File: config.mk
export PLATFORM = sky130hd
export DESIGN_NAME = mono_note_priority_stack_core
export DESIGN_NICKNAME = d
export VERILOG_FILES = /design/src/rtl/mnps_pkg.sv /design/src/rtl/mnps_cell.sv /design/src/rtl/mnps_chain.sv /design/src/rtl/mono_note_priority_stack_core.sv
export SDC_FILE = /design/constraint.sdc
export NUM_CORES = 2
export LEC_CHECK = 0
export CORE_UTILIZATION = 45
export DETAILED_ROUTE_END_ITERATION = 12
export DONT_BUFFER_PORTS = 1
export GPL_ROUTABILITY_DRIVEN = 0
export SYNTH_ARGS = -nofsm -noshare
export SYNTH_HDL_FRONTEND = slang
export SYNTH_SLANG_ARGS = --single-unit
File: constraint.sdc
create_clock -name aclk -period 5 [get_ports aclk]
set_input_delay 0.25 -clock aclk [delete_from_list [all_inputs] [get_ports aclk]]
set_output_delay 0.25 -clock aclk [all_outputs]
set_load 0.01 [all_outputs]
File: src/rtl/mnps_pkg.sv
// shared types and constants of the mono note priority stack
// used by mnps_cell, mnps_chain and mono_note_priority_stack_core
package mnps_pkg;

    localparam int NOTE_COUNT_DEF = 128;
    localparam int NOTE_W         = 7;
    localparam int VEL_W          = 7;
    localparam int S_DATA_W       = 16;
    localparam int M_DATA_W       = 16;

    // event kind carried on s_tuser
    typedef enum logic {
        OP_NOTE_ON  = 1'b0,
        OP_NOTE_OFF = 1'b1
    } note_op_t;

    // per-cycle commands broadcast to every cell of the chain
    typedef struct packed {
        logic push;     // every cell takes its lower neighbor, cell 0 takes the key
        logic capture;  // mark the occupied cell that holds the key
        logic spread;   // the mark spreads one cell up the chain
        logic shift;    // marked cells take their upper neighbor
    } cell_ctrl_t;

endpackage

File: src/rtl/mnps_cell.sv
// one slot of the held-note chain: a note number and a removal mark
// depends on mnps_pkg
module mnps_cell
    import mnps_pkg::*;
#(
    parameter int INDEX   = 0,
    parameter int DEPTH_W = 8
) (
    input  logic              aclk,
    input  logic              aresetn,
    input  cell_ctrl_t        ctrl,
    input  logic [NOTE_W-1:0] key,
    input  logic [DEPTH_W-1:0] depth,
    input  logic [NOTE_W-1:0] below_entry,
    input  logic              below_sel,
    input  logic [NOTE_W-1:0] above_entry,
    output logic [NOTE_W-1:0] entry,
    output logic              sel
);

    logic [NOTE_W-1:0] entry_reg;
    logic [NOTE_W-1:0] entry_next;
    logic              sel_reg;
    logic              sel_next;
    logic              occupied;

    assign occupied = depth > DEPTH_W'(INDEX);

    always_comb begin
        entry_next = entry_reg;
        sel_next   = sel_reg;
        if (ctrl.push) begin
            entry_next = below_entry;
        end
        if (ctrl.capture) begin
            sel_next = occupied && (entry_reg == key);
        end
        if (ctrl.spread) begin
            sel_next = sel_reg | below_sel;
        end
        if (ctrl.shift && sel_reg) begin
            entry_next = above_entry;
        end
    end

    always_ff @(posedge aclk) begin
        entry_reg <= entry_next;
    end

    always_ff @(posedge aclk) begin
        if (!aresetn) begin
            sel_reg <= 1'b0;
        end else begin
            sel_reg <= sel_next;
        end
    end

    assign entry = entry_reg;
    assign sel   = sel_reg;

endmodule

File: src/rtl/mnps_chain.sv
// row of note cells, newest note in cell 0, older notes further up
// depends on mnps_pkg and mnps_cell
module mnps_chain
    import mnps_pkg::*;
#(
    parameter int NOTE_COUNT = NOTE_COUNT_DEF,
    parameter int DEPTH_W    = $clog2(NOTE_COUNT + 1)
) (
    input  logic               aclk,
    input  logic               aresetn,
    input  cell_ctrl_t         ctrl,
    input  logic [NOTE_W-1:0]  key,
    input  logic [DEPTH_W-1:0] depth,
    output logic [NOTE_W-1:0]  top_entry
);

    logic [NOTE_W-1:0] entries [NOTE_COUNT];
    logic              sels    [NOTE_COUNT];

    for (genvar i = 0; i < NOTE_COUNT; i++) begin : g_cell
        logic [NOTE_W-1:0] below_entry;
        logic              below_sel;
        logic [NOTE_W-1:0] above_entry;

        if (i == 0) begin : g_bottom
            assign below_entry = key;
            assign below_sel   = 1'b0;
        end else begin : g_inner
            assign below_entry = entries[i-1];
            assign below_sel   = sels[i-1];
        end

        // the last cell falls out of the occupied range when it shifts
        if (i == NOTE_COUNT - 1) begin : g_last
            assign above_entry = entries[i];
        end else begin : g_mid
            assign above_entry = entries[i+1];
        end

        mnps_cell #(
            .INDEX   (i),
            .DEPTH_W (DEPTH_W)
        ) u_cell (
            .aclk        (aclk),
            .aresetn     (aresetn),
            .ctrl        (ctrl),
            .key         (key),
            .depth       (depth),
            .below_entry (below_entry),
            .below_sel   (below_sel),
            .above_entry (above_entry),
            .entry       (entries[i]),
            .sel         (sels[i])
        );
    end

    assign top_entry = entries[0];

endmodule

File: src/rtl/mono_note_priority_stack_core.sv
// Last-note-priority voice tracker for a monophonic synth. Each input word is a note
// event (note on or note off, note number, velocity); each produces exactly one result
// word with the sounding note, its valid flag, the gate level and a retrigger pulse flag.
// Held notes live in a chain of NOTE_COUNT cells, newest in cell 0, so the sounding note
// after a release is always read from cell 0. A note-on, an event on a note at or above
// NOTE_COUNT, and a release of a note that is not held go from acceptance straight to the
// result state and back to idle. Releasing a held note passes more states: the matching
// cell is marked, the mark walks one cell per cycle up the chain, the marked cells then
// close the gap, and the new top is taken. A new event is accepted while the previous
// result still waits in the output register; if that register is still full when the
// next result is ready, the result state holds until m_tready frees it. No clearing
// pass is needed after reset.
// depends on mnps_pkg and mnps_chain
module mono_note_priority_stack_core
    import mnps_pkg::*;
#(
    parameter int NOTE_COUNT = NOTE_COUNT_DEF
) (
    input  logic                aclk,
    input  logic                aresetn,
    // event input
    input  logic                s_tvalid,
    output logic                s_tready,
    input  logic [S_DATA_W-1:0] s_tdata,   // note[6:0], velocity[13:7], zero fill
    input  logic                s_tuser,   // op: 0 note on, 1 note off
    // result output
    output logic                m_tvalid,
    input  logic                m_tready,
    output logic [M_DATA_W-1:0] m_tdata    // active_note[6:0], note_valid[7], gate[8],
                                           // retrigger[9], zero fill
);

    localparam int DEPTH_W = $clog2(NOTE_COUNT + 1);
    localparam int IDX_W   = $clog2(NOTE_COUNT);
    localparam int CNT_W   = $clog2(NOTE_COUNT);

    localparam logic [2:0] ST_IDLE   = 3'd0;
    localparam logic [2:0] ST_SCAN   = 3'd1;
    localparam logic [2:0] ST_SHIFT  = 3'd2;
    localparam logic [2:0] ST_UPDATE = 3'd3;
    localparam logic [2:0] ST_RESULT = 3'd4;

    // control state
    logic [2:0]            state_reg, state_next;
    logic [CNT_W-1:0]      cnt_reg, cnt_next;
    logic [DEPTH_W-1:0]    depth_reg, depth_next;
    logic [NOTE_COUNT-1:0] held_reg, held_next;
    logic [NOTE_W-1:0]     sounding_note_reg, sounding_note_next;
    logic                  sounding_valid_reg, sounding_valid_next;
    logic                  gate_reg, gate_next;
    logic                  retrig_reg, retrig_next;
    logic                  m_tvalid_reg, m_tvalid_next;
    logic [M_DATA_W-1:0]   m_tdata_reg, m_tdata_next;
    logic [NOTE_W-1:0]     key_reg, key_next;

    // input word fields
    logic [NOTE_W-1:0] in_note;
    logic [VEL_W-1:0]  in_vel;
    logic              in_op;
    logic [IDX_W-1:0]  in_idx;
    logic              in_range;
    logic              is_on;
    logic              held_hit;
    logic              accept;

    cell_ctrl_t        ctrl;
    logic [NOTE_W-1:0] chain_key;
    logic [NOTE_W-1:0] top_entry;
    logic [NOTE_W-1:0] out_note;

    assign in_note  = s_tdata[NOTE_W-1:0];
    assign in_vel   = s_tdata[NOTE_W+VEL_W-1:NOTE_W];
    assign in_op    = s_tuser;
    assign in_idx   = in_note[IDX_W-1:0];
    assign in_range = {1'b0, in_note} < (NOTE_W + 1)'(NOTE_COUNT);
    assign is_on    = (in_op == OP_NOTE_ON) && (in_vel != '0);
    assign held_hit = held_reg[in_idx];

    assign s_tready = (state_reg == ST_IDLE);
    assign accept   = s_tvalid && s_tready;

    // chain commands: push and capture happen in the accept cycle
    always_comb begin
        ctrl.push    = accept && in_range && is_on && !held_hit;
        ctrl.capture = accept && in_range && !is_on && held_hit;
        ctrl.spread  = (state_reg == ST_SCAN);
        ctrl.shift   = (state_reg == ST_SHIFT);
    end

    // the key only matters in the accept cycle; the register keeps it steady afterwards
    assign chain_key = accept ? in_note : key_reg;

    mnps_chain #(
        .NOTE_COUNT (NOTE_COUNT),
        .DEPTH_W    (DEPTH_W)
    ) u_chain (
        .aclk      (aclk),
        .aresetn   (aresetn),
        .ctrl      (ctrl),
        .key       (chain_key),
        .depth     (depth_reg),
        .top_entry (top_entry)
    );

    assign out_note = sounding_valid_reg ? sounding_note_reg : '0;

    always_comb begin
        state_next          = state_reg;
        cnt_next            = cnt_reg;
        depth_next          = depth_reg;
        held_next           = held_reg;
        sounding_note_next  = sounding_note_reg;
        sounding_valid_next = sounding_valid_reg;
        gate_next           = gate_reg;
        retrig_next         = retrig_reg;
        key_next            = key_reg;
        m_tdata_next        = m_tdata_reg;
        m_tvalid_next       = m_tvalid_reg && !m_tready;

        case (state_reg)
            ST_IDLE: begin
                if (accept) begin
                    key_next = in_note;
                    if (in_range && is_on) begin
                        // press: push if new, sound it either way
                        if (!held_hit) begin
                            depth_next        = depth_reg + 1'b1;
                            held_next[in_idx] = 1'b1;
                        end
                        sounding_note_next  = in_note;
                        sounding_valid_next = 1'b1;
                        gate_next           = 1'b1;
                        retrig_next         = 1'b1;
                        state_next          = ST_RESULT;
                    end else if (in_range && held_hit) begin
                        // release of a held note: mark was captured, walk it up
                        held_next[in_idx] = 1'b0;
                        cnt_next          = '0;
                        state_next        = ST_SCAN;
                    end else begin
                        // out of range or release of a note not held
                        retrig_next = 1'b0;
                        state_next  = ST_RESULT;
                    end
                end
            end
            ST_SCAN: begin
                cnt_next = cnt_reg + 1'b1;
                if (cnt_reg == CNT_W'(NOTE_COUNT - 2)) begin
                    state_next = ST_SHIFT;
                end
            end
            ST_SHIFT: begin
                depth_next = depth_reg - 1'b1;
                state_next = ST_UPDATE;
            end
            ST_UPDATE: begin
                if (depth_reg != '0) begin
                    sounding_note_next  = top_entry;
                    sounding_valid_next = 1'b1;
                    retrig_next         = !sounding_valid_reg ||
                                          (top_entry != sounding_note_reg);
                end else begin
                    sounding_note_next  = '0;
                    sounding_valid_next = 1'b0;
                    gate_next           = 1'b0;
                    retrig_next         = 1'b0;
                end
                state_next = ST_RESULT;
            end
            ST_RESULT: begin
                // wait for the output register to free up
                if (!m_tvalid_reg || m_tready) begin
                    m_tvalid_next = 1'b1;
                    m_tdata_next  = {{(M_DATA_W - NOTE_W - 3){1'b0}}, retrig_reg, gate_reg,
                                     sounding_valid_reg, out_note};
                    state_next    = ST_IDLE;
                end
            end
            default: begin
                state_next = ST_IDLE;
            end
        endcase
    end

    always_ff @(posedge aclk) begin
        if (!aresetn) begin
            state_reg          <= ST_IDLE;
            cnt_reg            <= '0;
            depth_reg          <= '0;
            held_reg           <= '0;
            sounding_note_reg  <= '0;
            sounding_valid_reg <= 1'b0;
            gate_reg           <= 1'b0;
            retrig_reg         <= 1'b0;
            m_tvalid_reg       <= 1'b0;
        end else begin
            state_reg          <= state_next;
            cnt_reg            <= cnt_next;
            depth_reg          <= depth_next;
            held_reg           <= held_next;
            sounding_note_reg  <= sounding_note_next;
            sounding_valid_reg <= sounding_valid_next;
            gate_reg           <= gate_next;
            retrig_reg         <= retrig_next;
            m_tvalid_reg       <= m_tvalid_next;
        end
    end

    // payload registers
    always_ff @(posedge aclk) begin
        m_tdata_reg <= m_tdata_next;
        key_reg     <= key_next;
    end

    assign m_tvalid = m_tvalid_reg;
    assign m_tdata  = m_tdata_reg;

`ifndef SYNTHESIS
    // the held map and the stack depth always agree between events
    ap_held_count: assert property (@(posedge aclk) disable iff (!aresetn)
        (state_reg == ST_IDLE) |-> ($countones(held_reg) == depth_reg))
        else $error("held map count differs from stack depth");

    // a note sounds exactly when the stack is not empty
    ap_sound_depth: assert property (@(posedge aclk) disable iff (!aresetn)
        (state_reg == ST_IDLE) |-> (sounding_valid_reg == (depth_reg != '0)))
        else $error("sounding flag disagrees with stack depth");

    // the gate is open exactly while a note sounds
    ap_gate_sound: assert property (@(posedge aclk) disable iff (!aresetn)
        (state_reg == ST_IDLE) |-> (gate_reg == sounding_valid_reg))
        else $error("gate disagrees with sounding flag");

    // a release of a held note is followed by the mark walk
    ap_release_scan: assert property (@(posedge aclk) disable iff (!aresetn)
        ctrl.capture |=> (state_reg == ST_SCAN))
        else $error("release did not start the chain scan");
`endif

endmodule

; Word-level counts from Yosys, hierarchy flattened
; Cells that the tools add are included.
[word_totals]
ff_bits = 1198
latch_bits = 0
ram_bits = 0
mem_bits_ro = 0
output_inout_bits = 18
n_memories = 0
[classes]
addsub = 3
n_mul = 0
div = 0
n_lt_le_gt_ge = 130
n_eq_ne = 144
shifts = 0
muxes = 547
bitwise = 133
reduce_logical = 416
[ops]
columns = op, count
row1 = $mux W7, 261
row2 = $eq A7 B7 Y1, 128
row3 = $gt A8 B7 Y1 const B, 64
row4 = $mux W128, 3
row5 = $mux W1, 266
row6 = $logic_and A1 B1 Y1, 264
row7 = $reduce_bool A2 Y1, 132
row8 = $gt A8 B6 Y1 const B, 32
row9 = $and A128 B128 Y128, 1
row10 = $gt A8 B5 Y1 const B, 16
row11 = $not A128 Y128, 1
row12 = $or A128 B128 Y128, 1
row13 = $or A1 B1 Y1, 127
row14 = $gt A8 B4 Y1 const B, 8
row15 = $gt A8 B3 Y1 const B, 4
row16 = $pmux W7 S2, 2
row17 = $mux W8, 3
row18 = $gt A8 B1 Y1 const B, 2
row19 = $gt A8 B2 Y1 const B, 2
row20 = $pmux W8 S2, 1
row21 = $reduce_and A4 Y1, 4
row22 = $mux W3, 5
row23 = $pmux W3 S5, 1
row24 = $ne A2 B2 Y1 const B, 5
row25 = other kinds (23), 40

; Logic depth before layout (Yosys ltp)
[logic_depth]
word_depth = 8
ltp_mapped = 17
mapped_depth_nobuf = 12

; Worst setup path after synthesis
; Ideal clock, no wire load.
[synth_path]
path_kind = input-to-reg
startpoint = input port s_tdata[0]
endpoint = register with a tool-made name
setup_ps = 70
t_arrival_ps = 3377
t_required_ps = 4930
setup_slack_ps = 1553
stages = 15
n_path_buf = 3
path_cell_list = buf_6 -> buf_2 -> mux2_2 -> a221o_1 -> a22oi_1 -> o2111ai_1 -> a31oi_4 -> nand2_2 -> ha_1 -> nor2_1 -> nand2_1 -> nor3_1 -> clkbuf_1 -> nand3_1 -> a21oi_1
[synth_lines]
columns = item, line
row1 = "start, declared", mono_note_priority_stack_core.sv:24  ; input logic [S_DATA_W-1:0] s_tdata,

==> summary.md <==
| Metric | Value |
|---|---|
| Status | complete, no violations |
| Fin Setup TNS | 0 ps |
| Setup slack, reg-to-reg | between 700 and 800 ps |
| Final critical-path share of the clock period | around 90% |
| Clock sink count | roughly 1200 |
| Via count | 43600 |
| Combinational Power Share | between 20% and 30% |
| Flops & latches, synth | 1197 |
| Maximum number of pins on one net before global-route repair | about 150 |
| Tightest Pin Transition | roughly 1100 ps |
| Synth warn | 0 |
| DR iter-0 viols | around 4700 |
| Total track usage | 26.3% |
| RSZ-0062 raised after global routing | false |
| Largest family of logic cells by synthesized area | multiplexers |
| WP buf/inv | 1 |
| Postcts setup bufs | 0 |
| # rows | ~140 |
| Post-synthesis compound-gate area fraction | between 7 and 8% |
| Worst-Skew Late Latency | ~780 ps |
| Clk_skew | 26.0 ps |
| Critical Path Fanout Max | 16 |
| Cell-internal power | around 0.019 W |
| Fin nets | just over 5000 |
| Wire per inst | roughly 27 um |
| Sequential cell area fraction in the yosys report | 51.5% |
| Mux cell area share after synthesis | between 15 and 20% |
| Leakage | between 20 and 25 nW |
| Psw | between 0.008 and 0.009 W |
| Post-cts sizing count | 0 |
| Max Slew Vio Count | 0 |
| Post-DRT Antenna Nets | 0 |
| Die Wd | approximately 380 um |
| DRC | 0 |
| Count of final setup violators | 0 |
| CTS max path bufs | 3 |
| Crit path depth | 11 |
| IO Port Bufs | 0 |
| Max Freq | ~230 MHz |
| Fin cells | 7121 |
| Worst EP required | 5610 ps |
| Mean Syn Cell Area | 12.1 um2 |
| Worst hold start | s_tdata[4] |
| Vias in the first global route | 43300 |
| Post-Synth Simple-Gate Area | under 10% |
| Crit path DAT | between 5000 and 6000 ps |
| Placed Instances | 6853 |
| CTS tree | built |
| Most common cell after layout, fill and taps aside | edfxtp_1 |
| Global route total overflow | 0 |
| Clock power frac | a little over a third |
| EDFF count, synth | slightly above 900 |
| CP startpoint kind | input pin |
| Main synth FF type | edfxtp_1 |
| Clk root buf | clkbuf_16 |
| Hold Path Stages | 4 |
| Post-CTS Hold Buffers | 15 |
| Area delta synth->final | 9.19% |
| Post-synthesis xor/xnor area fraction | between 10% and 20% |
| MaxCap Viol Count | 0 |
| Pre-Repair DR Iteration Count | 6 |
| Post-Synthesis Cells | between 5000 and 6000 |
| Most Frequent Cell on Critical Path | nand2_1 |
| H-tree Lvls | 4 |
| Initial antenna violation count | 3 |
| Number of I/O pins | 39 |
| Max incr delay on CP | approximately 1200 ps |
| Critical path cell sequence | dlygate4sd3_1 > nor2b_1 > nand2_1 > o2111ai_1 > a31oi_4 > nand2_2 > ha_1 > nor3_1 > nand2_1 > o21ai_0 > a21oi_1 |
| Power per cell area | between 300 and 400 nW/um2 |
| # diodes | 0 |
| Sequential power share | around 43% |
| CP startpoint | s_tdata[5] |
| CP endpoint kind | flop |
| Routed WL | between 150 and 200 mm |
| Slowest cell on crit path | dlygate4sd3_1 |
| Max-slew headroom | 27.0% |
| Syn Std Cell Area | 64300 um2 |
| Final hold vios | 0 |
| Chip height | roughly 380 um |
| Worst vdd ir | between 500 and 600 uV |
| Die ar. | roughly 140000 um2 |
| CTS Buf Count | around 140 |
| WS Path Type | input pin to flop |
| Net Sw Frac | about 30% |
| Synth unique cells | 80 |
| Initial Utilization | 45.4% |
| Drt via density | slightly above 6 |
| Synth Area in Adders | 0.175% |
| Delay-heaviest family, CP | simple AND/OR/NAND/NOR gates |
| Worst hold path type | input pin to flop |
| Worst-path clk slew | 60 ps |
| Layout cell share with drive strength beyond 1 | a little under a quarter |
| Min cycle time layout | ~4400 ps |
| Most frequent cells in the layout | 913 x edfxtp_1, 892 x mux2_2, 878 x xnor2_1 |
| First-pass GRT wire length | roughly 290 mm |
| DP Wirelength | 123 mm |
| FF-to-FF path depth | 12 |
| Core area | about 140000 um2 |
| Asr flop ratio synth | 0% |
-- synth_stat cells, drive strengths merged, types with 3 or more instances --
cell type / n / area (um2)
o21a: 8 / 60.1
a211o: 8 / 70.1
nor2b: 13 / 81.3
edfxtp: 913 / 27400
inv: 21 / 78.8
a32oi: 5 / 43.8
nor2: 95 / 357
a22o: 3 / 26.3
nand2b: 140 / 876
ha: 9 / 113
buf: 149 / 842
a21boi: 3 / 26.3
a31oi: 10 / 77.6
a21oi: 233 / 1170
clkbuf: 290 / 1090
o31ai: 26 / 214
a22oi: 13 / 97.6
mux2: 894 / 10100
nor4: 129 / 813
and2: 19 / 119
nand3b: 10 / 75.1
xnor2: 878 / 7690
mux4: 7 / 158
o2111ai: 11 / 96.3
o22ai: 13 / 81.3
or4: 17 / 128
o21ai: 210 / 1050
a2111oi: 6 / 52.6
o2111a: 20 / 225
nand4: 105 / 663
or3: 24 / 150
mux2i: 17 / 215
dfxtp: 284 / 5690
a221oi: 21 / 184
and3: 135 / 845
xor2: 8 / 70.1
a211oi: 180 / 1350
a221o: 5 / 50.1
o221ai: 3 / 26.3
nand2: 136 / 515
a21o: 5 / 37.5
or2: 8 / 50.1
nand3: 168 / 841
nor3: 30 / 161
-- power groups by stage --
stage | Sequential, W | Combinational (W) | Clock [W]
after floorplan | 0.0117 | 0.00397 | 0
after global placement | 0.0119 | 0.00537 | 0
after detailed placement | 0.0119 | 0.00546 | 0
after CTS | 0.0117 | 0.00552 | 0.00996
after global routing | 0.0117 | 0.00588 | 0.0103
final | 0.0117 | 0.00556 | 0.00981
-- how the worst max path moves through the flow --
stage	endpoint	slack, ps
floorplan	flop	1550
global placement	flop	850
detailed placement	flop	830
CTS	flop	810
global route	flop	500
finish	flop	580
-- cell families (layout without fill, tap and decap cells) --
kind of cell | after synthesis | count (layout)
other | 1 | 6
AND/OR/NAND/NOR | 1041 | 1041
adder cells (fa/ha/maj) | 9 | 9
AO/OA/AOI/OAI | 795 | 795
flip-flops | 1197 | 1197
multiplexers | 918 | 918
buffers and inverters | 460 | 379
XOR/XNOR | 886 | 886
-- stage by stage --
step	worst slack, ps	util, %	power, W	area, um2	hold WS (ps)
after floorplan	1550	-	0.0156	64300	398
after global placement	853	46.4	0.0172	65700	404
after detailed placement	831	46.4	0.0173	65700	414
after CTS	806	49.6	0.0271	70200	12.0
after global routing	498	49.6	0.0279	70200	63.4
final	583	49.6	0.0270	70200	98.2
-- per-layer routing --
metal / up-vias / wire, um / track usage [%]
met4: 2 / 5010 / 7.75
li1: 19400 / - / -
met5: - / 13 / 0
met2: 1723 / 88500 / 41.3
met3: 324 / 13700 / 3.88
met1: 22200 / 86100 / 37.4
-- area by class of cell --
class | instances | area [um2]
Clock buffer | 197 | 3930
Sequential cell | 1197 | 33100
Multi-Input combinational cell | 3655 | 29300
Timing Repair Buffer | 105 | 993
Clock inverter | 56 | 385
Fill cell | 12500 | 71400
Tap cell | 1890 | 2360
Inverter | 21 | 104
-- worst min-delay path: cells and delay by family --
family	cells	cell delay (ps)
and+or+nand+nor	3	520
AOI/OAI and AO/OA	1	60
Power figures use the tool's default switching activity.
